## src/rtl/core/bcc_pkg.sv

```systemverilog
package bcc_pkg;

  localparam int unsigned TIME_W     = 32;
  localparam int unsigned DEBOUNCE_W = 10;
  localparam int unsigned LONG_W     = 16;
  localparam int unsigned GAP_W      = 16;
  localparam int unsigned ELAPSED_W  = 10;
  localparam int unsigned EVENT_W    = 2;
  localparam int unsigned CFG_IDX_W  = 2;
  localparam int unsigned CFG_DATA_W = 16;

  localparam logic [DEBOUNCE_W-1:0] DEBOUNCE_RST = DEBOUNCE_W'(30);
  localparam logic [LONG_W-1:0]     LONG_RST     = LONG_W'(2000);
  localparam logic [GAP_W-1:0]      GAP_RST      = GAP_W'(300);

  typedef enum logic [CFG_IDX_W-1:0] {
    CFG_DEBOUNCE = 2'd0,
    CFG_LONG     = 2'd1,
    CFG_GAP      = 2'd2
  } cfg_idx_e;

  typedef enum logic [EVENT_W-1:0] {
    EVT_NONE   = 2'd0,
    EVT_SHORT  = 2'd1,
    EVT_DOUBLE = 2'd2,
    EVT_LONG   = 2'd3
  } evt_e;

endpackage

```

## src/rtl/core/bcc_in_if.sv

```systemverilog
interface bcc_in_if;
  logic                           valid;
  logic                           ready;
  logic                           btn_raw;
  logic [bcc_pkg::ELAPSED_W-1:0]  elapsed_ms;

  modport source (output valid, output btn_raw, output elapsed_ms, input ready);
  modport sink (input valid, input btn_raw, input elapsed_ms, output ready);
endinterface

```

## src/rtl/core/bcc_out_if.sv

```systemverilog
interface bcc_out_if;
  logic                          valid;
  logic                          ready;
  logic [bcc_pkg::EVENT_W-1:0]   event_code;
  logic                          debounced_level;

  modport source (output valid, output event_code, output debounced_level, input ready);
  modport sink (input valid, input event_code, input debounced_level, output ready);
endinterface

```

## src/rtl/core/button_click_classifier_top.sv

```systemverilog
// Push button classifier: each input beat is one poll sample (raw level and the
// milliseconds since the previous sample), and each sample yields exactly one
// output beat with the event code (none, short, double or long press) and the
// debounced level. Samples can be taken one per clock cycle while results are
// taken. A sample waits in the input register until it advances; the single
// classification stage then updates the running time and press state and loads
// the result register, which offers the result at the output. While a result
// waits, one more sample can be taken into the input register; the input then
// stalls until the waiting result beat is taken. The user must write thresholds
// through the configuration port while no sample is in flight (not enforced).
module button_click_classifier_top (
  input  logic                            clk_i,
  input  logic                            rst_ni,
  bcc_in_if.sink                          in_i,
  bcc_out_if.source                       out_o,
  input  logic                            cfg_we_i,
  input  logic [bcc_pkg::CFG_IDX_W-1:0]   cfg_idx_i,
  input  logic [bcc_pkg::CFG_DATA_W-1:0]  cfg_wdata_i
);

  localparam int unsigned TW = bcc_pkg::TIME_W;

  // Configuration registers.
  logic [bcc_pkg::DEBOUNCE_W-1:0] debounce_q;
  logic [bcc_pkg::LONG_W-1:0]     long_q;
  logic [bcc_pkg::GAP_W-1:0]      gap_q;

  always_ff @(posedge clk_i or negedge rst_ni) begin
    if (!rst_ni) begin
      debounce_q <= bcc_pkg::DEBOUNCE_RST;
      long_q     <= bcc_pkg::LONG_RST;
      gap_q      <= bcc_pkg::GAP_RST;
    end else if (cfg_we_i) begin
      case (cfg_idx_i)
        bcc_pkg::CFG_DEBOUNCE: debounce_q <= cfg_wdata_i[bcc_pkg::DEBOUNCE_W-1:0];
        bcc_pkg::CFG_LONG:     long_q     <= cfg_wdata_i[bcc_pkg::LONG_W-1:0];
        bcc_pkg::CFG_GAP:      gap_q      <= cfg_wdata_i[bcc_pkg::GAP_W-1:0];
        default: ;
      endcase
    end
  end

  // Input register stage.
  logic                          in_valid_q;
  logic                          raw_q;
  logic [bcc_pkg::ELAPSED_W-1:0] elapsed_q;
  logic                          advance;

  assign advance    = in_valid_q && (!out_o.valid || out_o.ready);
  assign in_i.ready = !in_valid_q || advance;

  always_ff @(posedge clk_i or negedge rst_ni) begin
    if (!rst_ni) begin
      in_valid_q <= 1'b0;
    end else if (in_i.ready) begin
      in_valid_q <= in_i.valid;
    end
  end

  always_ff @(posedge clk_i) begin
    if (in_i.valid && in_i.ready) begin
      raw_q     <= in_i.btn_raw;
      elapsed_q <= in_i.elapsed_ms;
    end
  end

  // Classifier state.
  logic [TW-1:0] time_now_q, time_now_d;
  logic          stable_q, stable_d;
  logic          prev_raw_q;
  logic [TW-1:0] last_change_q, last_change_d;
  logic [TW-1:0] press_start_q, press_start_d;
  logic          long_rep_q, long_rep_d;
  logic          pend_q, pend_d;
  logic [TW-1:0] pend_since_q, pend_since_d;
  bcc_pkg::evt_e evt;

  logic          raw_changed;
  logic [TW-1:0] since_change;
  logic [TW-1:0] held;
  logic [TW-1:0] held_after;
  logic [TW-1:0] pend_age;
  logic          commit;
  logic          press_edge;
  logic          release_edge;

  always_comb begin
    time_now_d  = time_now_q + TW'(elapsed_q);
    raw_changed = (raw_q != prev_raw_q);
    // A fresh raw edge restarts the stability window at the current time.
    since_change  = raw_changed ? '0 : (time_now_d - last_change_q);
    last_change_d = raw_changed ? time_now_d : last_change_q;
    held          = time_now_d - press_start_q;
    pend_age      = time_now_d - pend_since_q;

    commit       = (raw_q != stable_q) && (since_change >= TW'(debounce_q));
    press_edge   = commit && raw_q;
    release_edge = commit && !raw_q;

    stable_d      = commit ? raw_q : stable_q;
    press_start_d = press_edge ? time_now_d : press_start_q;
    long_rep_d    = press_edge ? 1'b0 : long_rep_q;
    held_after    = press_edge ? '0 : held;
    pend_d        = pend_q;
    pend_since_d  = pend_since_q;
    evt           = bcc_pkg::EVT_NONE;

    if (release_edge && (held < TW'(long_q))) begin
      if (pend_q && (pend_age <= TW'(gap_q))) begin
        pend_d = 1'b0;
        evt    = bcc_pkg::EVT_DOUBLE;
      end else begin
        pend_d       = 1'b1;
        pend_since_d = time_now_d;
      end
    end

    if (stable_d && !long_rep_d && (held_after >= TW'(long_q))) begin
      long_rep_d = 1'b1;
      pend_d     = 1'b0;
      evt        = bcc_pkg::EVT_LONG;
    end

    // A click registered in this sample has age zero and cannot expire here.
    if (pend_d && ((time_now_d - pend_since_d) > TW'(gap_q))) begin
      pend_d = 1'b0;
      evt    = bcc_pkg::EVT_SHORT;
    end
  end

  always_ff @(posedge clk_i or negedge rst_ni) begin
    if (!rst_ni) begin
      time_now_q    <= '0;
      stable_q      <= 1'b0;
      prev_raw_q    <= 1'b0;
      last_change_q <= '0;
      press_start_q <= '0;
      long_rep_q    <= 1'b0;
      pend_q        <= 1'b0;
      pend_since_q  <= '0;
    end else if (advance) begin
      time_now_q    <= time_now_d;
      stable_q      <= stable_d;
      prev_raw_q    <= raw_q;
      last_change_q <= last_change_d;
      press_start_q <= press_start_d;
      long_rep_q    <= long_rep_d;
      pend_q        <= pend_d;
      pend_since_q  <= pend_since_d;
    end
  end

  // Result register.
  logic                        out_valid_q;
  logic [bcc_pkg::EVENT_W-1:0] event_q;
  logic                        level_q;

  always_ff @(posedge clk_i or negedge rst_ni) begin
    if (!rst_ni) begin
      out_valid_q <= 1'b0;
    end else if (!out_valid_q || out_o.ready) begin
      out_valid_q <= in_valid_q;
    end
  end

  always_ff @(posedge clk_i) begin
    if (advance) begin
      event_q <= evt;
      level_q <= stable_d;
    end
  end

  assign out_o.valid           = out_valid_q;
  assign out_o.event_code      = event_q;
  assign out_o.debounced_level = level_q;

`ifndef SYNTHESIS
  a_long_while_held: assert property (@(posedge clk_i) disable iff (!rst_ni)
    out_valid_q && (event_q == bcc_pkg::EVT_LONG) |-> level_q)
    else $error("long press reported while released");

  a_double_on_release: assert property (@(posedge clk_i) disable iff (!rst_ni)
    out_valid_q && (event_q == bcc_pkg::EVT_DOUBLE) |-> !level_q)
    else $error("double press reported while held");

  a_no_pending_after_long: assert property (@(posedge clk_i) disable iff (!rst_ni)
    advance && (evt == bcc_pkg::EVT_LONG) |=> !pend_q)
    else $error("click left pending after long press");

  a_stalled_input_holds: assert property (@(posedge clk_i) disable iff (!rst_ni)
    in_valid_q && !advance |=> in_valid_q && $stable(raw_q) && $stable(elapsed_q))
    else $error("input stage lost a stalled sample");
`endif

endmodule

```

## src/flat_wrapper.sv

```systemverilog
// flat-port wrapper written by rule: the top's interface ports become plain ports
module button_click_classifier_top_flat 
  (clk_i, rst_ni, cfg_we_i, cfg_idx_i, cfg_wdata_i, in_i_valid, in_i_btn_raw, in_i_elapsed_ms, in_i_ready, out_o_valid, out_o_event_code, out_o_debounced_level, out_o_ready);
  bcc_in_if in_i_i ();
  bcc_out_if out_o_i ();
  input  logic clk_i;
  input  logic rst_ni;
  input  logic cfg_we_i;
  input  logic [bcc_pkg::CFG_IDX_W-1:0] cfg_idx_i;
  input  logic [bcc_pkg::CFG_DATA_W-1:0] cfg_wdata_i;
  input wire logic [$bits(in_i_i.valid)-1:0] in_i_valid;
  input wire logic [$bits(in_i_i.btn_raw)-1:0] in_i_btn_raw;
  input wire logic [$bits(in_i_i.elapsed_ms)-1:0] in_i_elapsed_ms;
  output wire logic [$bits(in_i_i.ready)-1:0] in_i_ready;
  output wire logic [$bits(out_o_i.valid)-1:0] out_o_valid;
  output wire logic [$bits(out_o_i.event_code)-1:0] out_o_event_code;
  output wire logic [$bits(out_o_i.debounced_level)-1:0] out_o_debounced_level;
  input wire logic [$bits(out_o_i.ready)-1:0] out_o_ready;
  assign in_i_i.valid = in_i_valid;
  assign in_i_i.btn_raw = in_i_btn_raw;
  assign in_i_i.elapsed_ms = in_i_elapsed_ms;
  assign in_i_ready = in_i_i.ready;
  assign out_o_valid = out_o_i.valid;
  assign out_o_event_code = out_o_i.event_code;
  assign out_o_debounced_level = out_o_i.debounced_level;
  assign out_o_i.ready = out_o_ready;
  button_click_classifier_top u_core (.clk_i(clk_i), .rst_ni(rst_ni), .in_i(in_i_i), .out_o(out_o_i), .cfg_we_i(cfg_we_i), .cfg_idx_i(cfg_idx_i), .cfg_wdata_i(cfg_wdata_i));
endmodule
```

## config.mk

```make
export PLATFORM = sky130hd
export DESIGN_NAME = button_click_classifier_top_flat
export DESIGN_NICKNAME = d
export VERILOG_FILES = /design/src/rtl/core/bcc_pkg.sv /design/src/rtl/core/bcc_in_if.sv /design/src/rtl/core/bcc_out_if.sv /design/src/rtl/core/button_click_classifier_top.sv /design/src/flat_wrapper.sv
export SDC_FILE = /design/constraint.sdc
export NUM_CORES = 1
export LEC_CHECK = 0
export BUFFER_PORTS_ARGS = -buffer_cell sky130_fd_sc_hd__buf_2
export CAP_MARGIN = 20
export CORE_AREA = 2 2 245 247
export CTS_CLUSTER_SIZE = 24
export DETAILED_ROUTE_END_ITERATION = 7
export DIE_AREA = 0 0 247 249
export GPL_TIMING_DRIVEN = 0
export PLACE_DENSITY = 0.56
export SLEW_MARGIN = 20
export SYNTH_ARGS = -nofsm -noshare
export SYNTH_HDL_FRONTEND = slang
export SYNTH_SLANG_ARGS = --single-unit
```

## constraint.sdc

```tcl
create_clock -name clk_i -period 10.9 [get_ports clk_i]
set_input_delay 0.545 -clock clk_i [delete_from_list [all_inputs] [get_ports clk_i]]
set_output_delay 0.545 -clock clk_i [all_outputs]
set_load 0.01 [all_outputs]
```

==> impl_metrics.sql <==
INSERT INTO impl_metrics (metric_group, metric, value, unit) VALUES
('status', 'outcome', 'finished with violations', ''),
('status', 'violations', 'negative setup slack', ''),
('timing', 'final_report_hold_violation_count', '0', ''),
('critical_path', 'worst_setup_path_start_kind', 'flop', ''),
('cells_and_area', 'num-nets-final', '2372', ''),
('place', 'pre_cts_ws', '-2.641', 'ns'),
('yosys', 'synth_edf_count', '14', ''),
('yosys', 'synth-async-reset-ratio', '92.63', '%'),
('yosys', 'postSynthRegisterBits', '190', ''),
('critical_path', 'worstRegToRegCells', '47', ''),
('yosys', 'synth-seq-area-share', '27.61', '%'),
('critical_path', 'critPathRequiredTime', '11.13', 'ns'),
('grt', 'global_route.overflow_total', '0', ''),
('floorplan', 'io_pins', '39', ''),
('drt', 'dr.first_iter.drc_count', '763', ''),
('cells_and_area', 'area_delta_synth_final', '18.30', '%'),
('timing', 'timing.final.ws_setup', '-0.06629', 'ns'),
('yosys', 'post_synth.cell_area_avg', '8.681', 'um^2'),
('timing', 'final_setup_violation_count', '1', ''),
('cts', 'cts.path.max_buffers', '2', ''),
('flow_run', 'maxCapViolations', '0', ''),
('hold_path', 'worstHoldPathType', 'primary input to asynchronous set/reset pin', ''),
('grt', 'grt_start_max_net_pins', '92', ''),
('yosys', 'syn-num-nets', '2266', ''),
('critical_path', 'reg2reg_slack', '-0.07', 'ns'),
('floorplan', 'fp.dieH', '249', 'um'),
('critical_path', 'timing.critical_path.fanout_max', '7', ''),
('drt', 'dr.pass1.iters', '5', ''),
('drt', 'routed-via-count', '15430', ''),
('critical_path', 'r2r_end', 'u_core.out_o.event_code[0]', ''),
('cells_and_area', 'diodes', '0', ''),
('timing', 'layout_worst_path_cycle_share', '100.6', '%'),
('yosys', 'postSynth.topFlopCell', 'dfrtp_1', ''),
('timing', 'grt_setup_unrepaired', 'true', ''),
('cts', 'htree_num_levels', '4', ''),
('floorplan', 'rows', '89', ''),
('yosys', 'cell_count_after_synthesis', '2020', ''),
('cts', 'cts_tree', 'yes', ''),
('timing', 'slew_violations', '0', ''),
('cts', 'cts-buffers-inserted', '17', ''),
('floorplan', 'chipWidth', '247', 'um'),
('grt', 'groute.usage.overall', '17.19', '%'),
('drt', 'detail_route.wl_per_cell', '18.10', 'um'),
('cts', 'clock_insertion_delay_worst_skew', '0.51', 'ns'),
('grt', 'grt_antenna_before_repair', '1', ''),
('grt', 'grt_first_pass_wirelength', '82340', 'um'),
('drt', 'post_drt_via_cell_ratio', '5.299', ''),
('cts', 'clk_pin_slew', '0.07', 'ns'),
('grt', 'vias_in_the_first_global_route', '15250', ''),
('cells_and_area', 'fin_util', '35.35', '%'),
('place', 'gp_routability_congestion', '0.8918', ''),
('critical_path', 'worst_setup_path_end_kind', 'flop', ''),
('critical_path', 'timing_worst_setup_path_type', 'flop to flop', ''),
('cts', 'root_buffer_cell', 'clkbuf_16', ''),
('critical_path', 'timing.critical_path.mode_cell', 'a21oi_2', ''),
('floorplan', 'dieArea', '61500', 'um^2'),
('yosys', 'synth.cell_area', '17540', 'um^2'),
('yosys', 'synthesis.yosys.warnings', '0', ''),
('timing', 'period_minus_slack', '10.97', 'ns'),
('floorplan', 'initial_utilization', '29.88', '%'),
('yosys', 'yosys-top-cells-area', 'dfrtp_1 (23%), ha_1 (15%), mux2_2 (5.1%)', ''),
('critical_path', 'timing.critical_path.slowest_cell_delay', '0.54', 'ns'),
('timing', 'clock-skew-final', '0.01347', 'ns'),
('cts', 'clock-sinks', '190', ''),
('critical_path', 'cp.arrival', '11.19', 'ns'),
('cells_and_area', 'mostFrequentLayoutCells', 'ha_1 (190), inv_1 (176), nand2_1 (170)', ''),
('critical_path', 'timing.critical_path.slowest_stage_cell', 'or4_4', ''),
('yosys', 'ys_types', '83', ''),
('drt', 'post-route-drc-count', '0', ''),
('place', 'portBuffers', '38', ''),
('yosys', 'synthDominantCellAreaShare', '23.12', '%'),
('timing', 'slew_headroom', '26.80', '%'),
('drt', 'routed_wl', '52700', 'um'),
('floorplan', 'coreArea', '58690', 'um^2'),
('critical_path', 'cp.buffers_inverters', '2', ''),
('place', 'place_hpwl', '40550', 'um'),
('critical_path', 'r2r_start', 'u_core.elapsed_q[0]', ''),
('yosys', 'synth_area_leader_cell', 'dfrtp_1', ''),
('drt', 'antenna_violating_nets_post_route', '0', ''),
('timing', 'maxClockFrequency', '91.19', 'MHz'),
('cts', 'number_of_buffers_added_to_fix_hold_violations_after_cts', '0', ''),
('cells_and_area', 'drive_gt1_share', '17.25', '%'),
('critical_path', 'critPathTopFamily', 'compound AO/OA/AOI/OAI gates', ''),
('timing', 'worstMarginPinSlew', '1.098', 'ns'),
('cells_and_area', 'final_common_cell', 'ha_1', '');
stage by stage:
| step | cell area [um^2] | TNS [ns] | hold WS (ns) | cells |
|---|---|---|---|---|
| 2_1_floorplan | 17540 | 0 | 0.2494 | 2020 |
| 3_3_place_gp | 18700 | -5.100 | 0.4677 | 2831 |
| 3_5_place_dp | 18780 | -5.071 | 0.4734 | 2833 |
| 4_1_cts | 20380 | -0.01583 | 0.05551 | 2902 |
| 5_1_grt | 20740 | -0.7395 | 0.07790 | 2912 |
| 6_report | 20740 | -0.06629 | 0.03314 | 2912 |
registers in the layout, indices dropped and copies added, names as in the netlist, 2 cells and up:
register and cells:
u_core.gap_q 16, u_core.elapsed_q 10, u_core.press_start_q 32, u_core.long_q 16, u_core.out_o.event_code 2, u_core.debounce_q 10, u_core.time_now_q 32, u_core.last_change_q 32
u_core.pend_since_q 32
synth_stat cells, drive strengths merged (10+ instances only):
master / number
ha: 207
inv: 177
nand2: 174
dfrtp: 162
a21oi: 158
nor2: 125
o21ai: 115
mux2: 108
xnor2: 84
a21o: 66
clkbuf: 46
xor2: 45
nand4: 43
mux2i: 40
nor2b: 36
nor3: 33
nand3: 29
o21a: 26
a211oi: 24
nand2b: 22
and2: 18
o211ai: 18
and3: 17
a31oi: 16
o21bai: 15
dfstp: 14
edfxtp: 14
a2111oi: 13
or3: 12
a21boi: 11
o2111ai: 11
or4: 10
cell type report:
cell class / count / area (um^2)
flip-flops and latches: 190 / 4842
repair buffers: 96 / 700.7
multi-input cells: 1598 / 12780
fillers: 6003 / 37940
clock buffers: 19 / 442.9
clock inverters: 13 / 146.4
inverters: 177 / 668.1
well taps: 773 / 967.2
plain buffers: 46 / 192.7
repair_timing:
| action | CTS | global route |
|---|---|---|
| gates resized for setup | 114 | 53 |
| pin swaps | 39 | 22 |
| buffers inserted | 43 | 13 |
| cloned | 0 | 0 |
| endpoints found under the setup margin | 3 | 2 |
cell families (layout without fill, tap and decap cells):
family,count (synthesis),count (layout),synth area share (%)
XOR/XNOR,129,129,6.486
AO/OA/AOI/OAI,554,554,20.79
flip-flops,190,190,27.61
adder cells (fa/ha/maj),212,212,15.34
buffers and inverters,232,351,5.030
multiplexers,148,148,9.219
AND/OR/NAND/NOR,555,555,15.53
routing by layer:
layer	share of wire [%]	up-vias	GRT usage, %
met5	0	-	0
met4	3.3	0	6.609
met3	3.7	80	3.049
met2	47	289	28.17
met1	46	7500	22.36
li1	-	7563	-
how the worst max path moves through the flow:
stage                                    start                    endpoint  slack, ns  cells after the start
after floorplan           u_core.time_now_q[0]  u_core.out_o.event_code[0]       0.09                     50
after global placement    u_core.time_now_q[0]  u_core.out_o.event_code[0]      -2.60                     49
after detailed placement  u_core.time_now_q[0]  u_core.out_o.event_code[0]      -2.64                     49
after CTS                 u_core.time_now_q[0]  u_core.out_o.event_code[0]      -0.02                     49
after global routing       u_core.elapsed_q[0]  u_core.out_o.event_code[0]      -0.45                     53
final                      u_core.elapsed_q[0]  u_core.out_o.event_code[0]      -0.07                     47
Power is not shown: default switching activity piles up to over one toggle a cycle in this logic, so the estimate is an artifact.
